File: config.mk
export PLATFORM = sky130hd
export DESIGN_NAME = round_robin_timer_table
export DESIGN_NICKNAME = d
export VERILOG_FILES = /design/src/sv/rrtt_pkg.sv /design/src/sv/round_robin_timer_table.sv
export SDC_FILE = /design/constraint.sdc
export NUM_CORES = 2
export LEC_CHECK = 0
export ABC_AREA = 1
export BUFFER_PORTS_ARGS = -buffer_cell sky130_fd_sc_hd__buf_2
export CELL_PAD_IN_SITES_DETAIL_PLACEMENT = 0
export CELL_PAD_IN_SITES_GLOBAL_PLACEMENT = 2
export CORE_UTILIZATION = 50
export CTS_CLUSTER_DIAMETER = 100
export DETAILED_ROUTE_END_ITERATION = 10
export PLACE_DENSITY = 0.91
export SLEW_MARGIN = 10
export SYNTH_ARGS = -nofsm -noshare
export SYNTH_HDL_FRONTEND = slang
export SYNTH_SLANG_ARGS = --single-unit
File: constraint.sdc
create_clock -name clock -period 17.45 [get_ports clock]
set_clock_uncertainty 0.05 [all_clocks]
set_input_delay 1.745 -clock clock [delete_from_list [all_inputs] [get_ports clock]]
set_output_delay 1.745 -clock clock [all_outputs]
set_load 0.005 [all_outputs]
File: src/sv/rrtt_pkg.sv
// ----------------------------------------------------------------------------
// rrtt_pkg
// Types and codes shared by the timer table modules.
// ----------------------------------------------------------------------------
package rrtt_pkg;

   // number of timer slots; slot ids on the ports are 4 bits wide
   localparam int MAX_TIMERS = 16;

   typedef enum logic [1:0] {
      OP_SET  = 2'd0,
      OP_KILL = 2'd1,
      OP_SCAN = 2'd2,
      OP_NONE = 2'd3
   } op_type;

   typedef enum logic [2:0] {
      ST_IDLE,
      ST_READ,
      ST_LINK,
      ST_FIX,
      ST_DONE
   } state_type;

endpackage

File: src/sv/round_robin_timer_table.sv
// ----------------------------------------------------------------------------
// round_robin_timer_table
// Timer slot table kept as a doubly linked list, walked round-robin by scans.
// ----------------------------------------------------------------------------
// The rsp_valid strobe follows acceptance through the states ST_READ, which
// reads the slot record from the slot memory, ST_LINK, which rewrites the
// record and the links of its neighbors, ST_FIX, a second link state only
// for a set appended behind an existing tail (one memory write port), and
// ST_DONE, which presents the result. busy is high from acceptance through
// the strobe cycle, so no request is accepted until the last one is through.
// A set takes the lowest free slot, found combinationally from the active bits.
// The receiver cannot stall; every request gives exactly one result strobe.
module round_robin_timer_table
   import rrtt_pkg::*;
(
   input  logic        clock,
   input  logic        reset,
   input  logic        start,
   output logic        busy,
   input  logic [1:0]  req_op,
   input  logic [30:0] req_period_sec,
   input  logic [31:0] req_repeat_count,
   input  logic [31:0] req_user_tag,
   input  logic [3:0]  req_slot_id,
   input  logic [30:0] req_now_sec,
   input  logic [19:0] req_now_usec,
   output logic        rsp_valid,
   output logic        rsp_fired,
   output logic [3:0]  rsp_fired_slot,
   output logic [31:0] rsp_fired_tag,
   output logic        rsp_set_ok,
   output logic [3:0]  rsp_set_slot
);

   localparam int AW = (MAX_TIMERS > 1) ? $clog2(MAX_TIMERS) : 1;
   localparam int PW = $clog2(MAX_TIMERS + 1);
   localparam logic [PW-1:0] NIL = PW'(MAX_TIMERS);

   // slot record memory and link memories
   logic [30:0]   mem_period [MAX_TIMERS];
   logic [30:0]   mem_bsec   [MAX_TIMERS];
   logic [19:0]   mem_busec  [MAX_TIMERS];
   logic [31:0]   mem_rem    [MAX_TIMERS];
   logic [31:0]   mem_tag    [MAX_TIMERS];
   logic [PW-1:0] mem_next   [MAX_TIMERS];
   logic [PW-1:0] mem_prev   [MAX_TIMERS];

   logic [MAX_TIMERS-1:0] active_ff, active_in;
   logic [PW-1:0] head_ff, head_in, tail_ff, tail_in, scan_ff, scan_in;
   state_type state_ff, state_in;

   // captured request
   op_type        op_ff;
   logic [30:0]   per_ff, nsec_ff;
   logic [31:0]   cnt_ff, tag_ff;
   logic [19:0]   nusec_ff;
   logic [AW-1:0] slot_ff, slot_in;
   logic          hit_ff, hit_in;

   // registered read data
   logic [30:0]   rd_period, rd_bsec;
   logic [19:0]   rd_busec;
   logic [31:0]   rd_rem, rd_tag;
   logic [PW-1:0] rd_next, rd_prev;

   // result registers
   logic        fired_ff, fired_in, setok_ff, setok_in;
   logic [31:0] ftag_ff, ftag_in;

   // second link fix: next pointer of the old tail
   logic          fix_in;
   logic [AW-1:0] fixa_ff, fixa_in;
   logic [PW-1:0] fixv_ff, fixv_in;

   // one memory write port per array
   logic          wr_rec, wr_time, wr_rem, wr_nx, wr_pv;
   logic [AW-1:0] wa_rec, wa_nx, wa_pv;
   logic [PW-1:0] wd_nx, wd_pv;
   logic [31:0]   wd_rem;

   logic [AW-1:0] free_idx;
   logic          free_ok;
   logic [AW-1:0] rd_addr;
   logic [31:0]   deadline;
   logic          expired;
   logic          accept;

   assign accept = start && !busy;
   assign busy   = (state_ff != ST_IDLE);

   always_comb begin
      free_idx = '0;
      free_ok  = 1'b0;
      for (int i = MAX_TIMERS - 1; i >= 0; i--) begin
         if (!active_ff[i]) begin
            free_idx = AW'(i);
            free_ok  = 1'b1;
         end
      end
   end

   // scan restarts at head when the pointer is null
   always_comb begin
      if (scan_ff != NIL) rd_addr = scan_ff[AW-1:0];
      else                rd_addr = head_ff[AW-1:0];
   end

   always_ff @(posedge clock) begin
      if (state_ff == ST_READ) begin
         rd_period <= mem_period[slot_ff];
         rd_bsec   <= mem_bsec[slot_ff];
         rd_busec  <= mem_busec[slot_ff];
         rd_rem    <= mem_rem[slot_ff];
         rd_tag    <= mem_tag[slot_ff];
         rd_next   <= mem_next[slot_ff];
         rd_prev   <= mem_prev[slot_ff];
      end
      if (wr_rec) begin
         mem_period[wa_rec] <= per_ff;
         mem_tag[wa_rec]    <= tag_ff;
      end
      if (wr_time) begin
         mem_bsec[wa_rec]  <= nsec_ff;
         mem_busec[wa_rec] <= nusec_ff;
      end
      if (wr_rem) mem_rem[wa_rec] <= wd_rem;
      if (wr_nx)  mem_next[wa_nx] <= wd_nx;
      if (wr_pv)  mem_prev[wa_pv] <= wd_pv;
   end

   assign deadline = {1'b0, rd_period} + {1'b0, rd_bsec};
   assign expired  = (deadline < {1'b0, nsec_ff}) ||
                     ((deadline == {1'b0, nsec_ff}) && (rd_busec <= nusec_ff));

   always_comb begin
      state_in = state_ff;
      case (state_ff)
         ST_IDLE: if (accept) state_in = ST_READ;
         ST_READ: state_in = ST_LINK;
         ST_LINK: state_in = fix_in ? ST_FIX : ST_DONE;
         ST_FIX:  state_in = ST_DONE;
         ST_DONE: state_in = ST_IDLE;
         default: state_in = ST_IDLE;
      endcase
   end

   always_comb begin
      active_in = active_ff;
      head_in   = head_ff;
      tail_in   = tail_ff;
      scan_in   = scan_ff;
      slot_in   = slot_ff;
      hit_in    = hit_ff;
      fired_in  = fired_ff;
      setok_in  = setok_ff;
      ftag_in   = ftag_ff;
      fix_in    = 1'b0;
      fixa_in   = fixa_ff;
      fixv_in   = fixv_ff;
      wr_rec = 1'b0; wr_time = 1'b0; wr_rem = 1'b0; wr_nx = 1'b0; wr_pv = 1'b0;
      wa_rec = slot_ff; wa_nx = slot_ff; wa_pv = slot_ff;
      wd_nx  = NIL; wd_pv = NIL;
      wd_rem = cnt_ff;
      case (state_ff)
         ST_IDLE: begin
            if (accept) begin
               fired_in = 1'b0;
               setok_in = 1'b0;
               ftag_in  = '0;
               hit_in   = 1'b0;
               case (op_type'(req_op))
                  OP_SET: begin
                     slot_in = free_idx;
                     hit_in  = free_ok;
                  end
                  OP_KILL: begin
                     slot_in = req_slot_id[AW-1:0];
                     hit_in  = ({28'd0, req_slot_id} < 32'(MAX_TIMERS)) &&
                               active_ff[req_slot_id[AW-1:0]];
                  end
                  OP_SCAN: begin
                     slot_in = rd_addr;
                     hit_in  = (scan_ff != NIL) || (head_ff != NIL);
                     if (scan_ff == NIL) scan_in = head_ff;
                  end
                  default: hit_in = 1'b0;
               endcase
            end
         end
         ST_READ: ;
         ST_LINK: begin
            if (hit_ff) begin
               case (op_ff)
                  OP_SET: begin
                     setok_in = 1'b1;
                     active_in[slot_ff] = 1'b1;
                     wr_rec = 1'b1; wr_time = 1'b1; wr_rem = 1'b1;
                     wr_pv = 1'b1; wd_pv = tail_ff;
                     // own next is NIL; old tail next gets this slot (fix cycle)
                     wr_nx = 1'b1; wd_nx = NIL;
                     if (tail_ff != NIL) begin
                        fix_in  = 1'b1;
                        fixa_in = tail_ff[AW-1:0];
                        fixv_in = PW'(slot_ff);
                     end else begin
                        head_in = PW'(slot_ff);
                     end
                     tail_in = PW'(slot_ff);
                  end
                  OP_KILL, OP_SCAN: begin
                     if (op_ff == OP_SCAN) scan_in = rd_next;
                     else if (scan_ff == PW'(slot_ff)) scan_in = rd_next;
                     if (op_ff == OP_SCAN && expired) begin
                        fired_in = 1'b1;
                        ftag_in  = rd_tag;
                        wr_time  = 1'b1;
                        wr_rem   = 1'b1;
                        wd_rem   = rd_rem - 32'd1;
                        if (rd_rem == 32'd0) wr_rem = 1'b0;
                     end
                     if (op_ff == OP_KILL || (expired && rd_rem == 32'd1)) begin
                        active_in[slot_ff] = 1'b0;
                        if (rd_prev != NIL) begin
                           wr_nx = 1'b1; wa_nx = rd_prev[AW-1:0]; wd_nx = rd_next;
                        end else begin
                           head_in = rd_next;
                        end
                        if (rd_next != NIL) begin
                           wr_pv = 1'b1; wa_pv = rd_next[AW-1:0]; wd_pv = rd_prev;
                        end else begin
                           tail_in = rd_prev;
                        end
                     end
                  end
                  default: ;
               endcase
            end
         end
         ST_FIX: begin
            wr_nx = 1'b1; wa_nx = fixa_ff; wd_nx = fixv_ff;
         end
         default: ;
      endcase
   end

   always_ff @(posedge clock) begin
      if (reset) begin
         state_ff  <= ST_IDLE;
         active_ff <= '0;
         head_ff   <= NIL;
         tail_ff   <= NIL;
         scan_ff   <= NIL;
         hit_ff    <= 1'b0;
      end else begin
         state_ff  <= state_in;
         active_ff <= active_in;
         head_ff   <= head_in;
         tail_ff   <= tail_in;
         scan_ff   <= scan_in;
         hit_ff    <= hit_in;
      end
   end

   always_ff @(posedge clock) begin
      if (accept) begin
         op_ff    <= op_type'(req_op);
         per_ff   <= req_period_sec;
         cnt_ff   <= req_repeat_count;
         tag_ff   <= req_user_tag;
         nsec_ff  <= req_now_sec;
         nusec_ff <= req_now_usec;
      end
      slot_ff  <= slot_in;
      fired_ff <= fired_in;
      setok_ff <= setok_in;
      ftag_ff  <= ftag_in;
      fixa_ff  <= fixa_in;
      fixv_ff  <= fixv_in;
   end

   assign rsp_valid      = (state_ff == ST_DONE);
   assign rsp_fired      = fired_ff;
   assign rsp_fired_slot = fired_ff ? 4'(slot_ff) : 4'd0;
   assign rsp_fired_tag  = ftag_ff;
   assign rsp_set_ok     = setok_ff;
   assign rsp_set_slot   = setok_ff ? 4'(slot_ff) : 4'd0;

`ifndef SYNTHESIS
   a_fix_only_after_link: assert property (@(posedge clock) disable iff (reset)
      (state_ff == ST_FIX) |-> $past(state_ff) == ST_LINK)
      else $error("link fix out of order");
   a_head_tail_null: assert property (@(posedge clock) disable iff (reset)
      (head_ff == NIL) == (tail_ff == NIL))
      else $error("list head and tail disagree");
   a_empty_inactive: assert property (@(posedge clock) disable iff (reset)
      (state_ff == ST_IDLE && head_ff == NIL) |-> active_ff == '0)
      else $error("active slot outside list");
   a_one_result: assert property (@(posedge clock) disable iff (reset)
      rsp_valid |=> !rsp_valid)
      else $error("double result strobe");
`endif

endmodule

==> flow_summary.json <==
{
  "syn_inst": 7335,
  "layout.nets": 7718,
  "r2r_cells": 29,
  "async_flop_share": 0,
  "cts_tree": "built",
  "final-setup-viol-count": 0,
  "finalWorstSetupSlack_ns": 10.55,
  "gr-total-overflow": 0,
  "drt-wirelength-per-cell_um": 27.49,
  "drive_above_1_share": 0.1089,
  "worst_setup_path_start_kind": "flip-flop",
  "leakage_uw": 0.03965,
  "worstPathArrival_ns": 7.36,
  "coreArea_um2": 220200,
  "routed_via_density": 6.311,
  "dr_total_vias": 67140,
  "worst_slew_pin_slew_ns": 1.384,
  "fmax_mhz": 144.8,
  "clkTransAtPathRegs_ns": 0.06,
  "drtPass1Iterations": 6,
  "die_area_um2": 223700,
  "cts_root_buf": "clkbuf_16",
  "synth_top_area_share": 0.7705,
  "cts_max_level": 5,
  "drv_cap": 0,
  "syn_area_per_cell_um2": 15.12,
  "holdPathStages": 2,
  "yosysTopAreaCell": "edfxtp_1",
  "cts_hold_buf": 0,
  "grt_use_total": 0.2576,
  "crit_top_cell": "nand2_1",
  "slew_headroom": 0.07705,
  "finalCritPeriodShare": 0.3957,
  "hp-class": "reg -> reg",
  "rsz0062_at_grt": "false",
  "ys_seq_area_frac": 0.7768,
  "slowest_stage": "buf_4",
  "timing_hold_violations_final": 0,
  "drc_errors": 0,
  "antenna_found_initial": 25,
  "dp_hpwl_mm": 152.6,
  "status": "complete, no violations",
  "synth_edf_count": 2846,
  "syn_area_um2": 110900,
  "start_util": 0.5038,
  "nFillCells": 16630,
  "ios": 199,
  "post_cts_resized": 0,
  "routabilityCongestion": 0.8323,
  "reg2reg_slack_ns": 10.55,
  "drtIter0Drc": 8091,
  "clockBufferDepth": 4,
  "syn_nets": 7584,
  "syn2layout_area_growth_pct": 12.31,
  "synth_most_common_cell": "edfxtp_1",
  "timing.rr.start": "rd_bsec[2]",
  "fp-row-count": 172,
  "grt_pass1_wl_mm": 427.3,
  "clock-sinks": 2881,
  "ant_nets": 0,
  "place_ws_ns": 10.38,
  "ys_warn_count": 0,
  "yosys.cell_types.count": 52,
  "finalSetupTns_ns": 0,
  "post-route-min-period_ns": 6.905,
  "worstSetupPathType": "reg -> reg",
  "post_cts_buffers": 0,
  "ys_ff_latch": 2881,
  "port_buffers": 198,
  "r2r_end": "mem_bsec[3][10]",
  "required_ns": 17.91,
  "synth_area_leaders": "edfxtp_1 (77%), nand3_1 (5.9%), a22oi_1 (4.2%), a31oi_1 (3.6%), clkbuf_1 (1.6%)",
  "grt_pass1_vias": 65260,
  "synth_ff_type": "edfxtp_1",
  "cp_max_fo": 51,
  "design_area_um2": 124600,
  "slowest_delay_ns": 0.79,
  "cp-end-kind": "flip-flop",
  "max-vdd-ir-drop_mv": 0.09518,
  "dpl_cell_area_um2": 115200,
  "cts_buffers": 306,
  "synth.top_cells.by_count": "edfxtp_1 (2846), nand3_1 (1314), a31oi_1 (633)",
  "die_w_um": 473.0,
  "grt_max_degree": 231,
  "clock_latency_ns": 0.94,
  "slew_viol_final": 0,
  "p_per_area_nw_per_um2": 123.8,
  "finalWirelength_mm": 292.5,
  "die_h_um": 473.0
}
[critical path: cells and delay by family, from the launching register on]
family	cells	cell delay [ns]
flops	1	0.38
xor+xnor	1	0.17
fa+ha+maj	2	0.66
compound gates	9	2.05
buf+inv	1	0.79
simple gates	16	2.31
[worst max path at each step]
| stage | start | to | depth (start not counted) |
|---|---|---|---|
| detailed placement | rd_period[5] | mem_rem[10][0] | 30 |
| global placement | rd_period[4] | mem_rem[2][0] | 32 |
| finish | rd_bsec[2] | mem_bsec[3][10] | 29 |
| global route | rd_period[4] | mem_bsec[2][18] | 29 |
| CTS | rd_period[5] | mem_rem[0][0] | 30 |
| floorplan | state_ff[1] | rd_bsec[0] | 1 |
[where the power goes]
group / internal, µW / leakage [µW] / switching (µW)
Combinational: 352 / 0.00902 / 914
Clock: 3580 / 0.00456 / 2560
Sequential: 7840 / 0.0261 / 175
[layout by cell type, fill, tap and decap left out, types with 7 or more instances in the layout]
cell	synthesis	routed
a21oi_1	98	93
a22oi_1	624	624
a31oi_1	633	633
buf_12	0	7
buf_2	10	198
buf_4	1	144
bufinv_16	0	19
clkbuf_1	480	52
clkbuf_16	0	315
clkinv_1	0	68
clkinv_2	0	39
clkinvlp_4	0	9
dfxtp_1	35	35
edfxtp_1	2846	2846
ha_1	93	93
inv_1	244	243
inv_2	12	9
mux2i_1	19	19
nand2_1	270	268
nand3_1	1314	1314
nand4_1	18	18
nor2_1	183	178
nor3_1	55	22
nor3_2	2	34
nor4_2	0	16
o211ai_1	8	8
o21ai_0	68	66
o21ai_1	9	11
or4_1	156	156
xnor2_1	26	26
xor2_1	32	32
[final cells by class]
class / count / area [µm²] / share of cell area
clock buffer: 371 / 8133 / 0.06528
sequential: 2881 / 86160 / 0.6916
timing repair buffer: 349 / 2212 / 0.01776
inverter: 256 / 991.0 / 0.007955
clock inverter: 147 / 1214 / 0.009742
multi-input combinational: 3675 / 22160 / 0.1779
antenna: 2 / 5.005 / 0.00004017
tap: 2958 / 3701 / 0.02971
[logic make-up after synthesis]
family | count (synthesis) | share of synthesized area
mux | 19 | 0.001715
compound gates | 1471 | 0.08865
xor+xnor | 58 | 0.004580
flops | 2881 | 0.7768
fa+ha+maj | 94 | 0.01067
simple gates | 2033 | 0.09103
buf+inv | 779 | 0.02658
[registers in the layout, indices dropped and copies added (netlist names), 80 cells and up, named ones only]
signal and flops:
mem_next 80, mem_prev 80, mem_rem 512, mem_period 496
mem_busec 320, mem_bsec 496, mem_tag 512
[metrics by stage]
step,total power [µW],utilization,instances,hold WS [ns]
2_1_floorplan,8892,-,7335,0.3744
3_3_place_gp,9389,0.5233,10120,0.4060
3_5_place_dp,9411,0.5233,10120,0.4272
4_1_cts,15480,0.5657,10640,0.4351
5_1_grt,15850,0.5658,10640,0.4643
6_report,15420,0.5659,10640,0.4270
[layer usage]
metal  GRT usage  vias to the layer above  wire length, µm  share of wire
li1            -                    29340                -              -
met1      0.3572                    33860           118000           0.40
met2      0.4175                     3334           140900           0.48
met3     0.03736                      602            23970          0.082
met4     0.08984                       10             9577          0.033
met5           0                        -               67        0.00023
(Power assumes the default switching activity.)
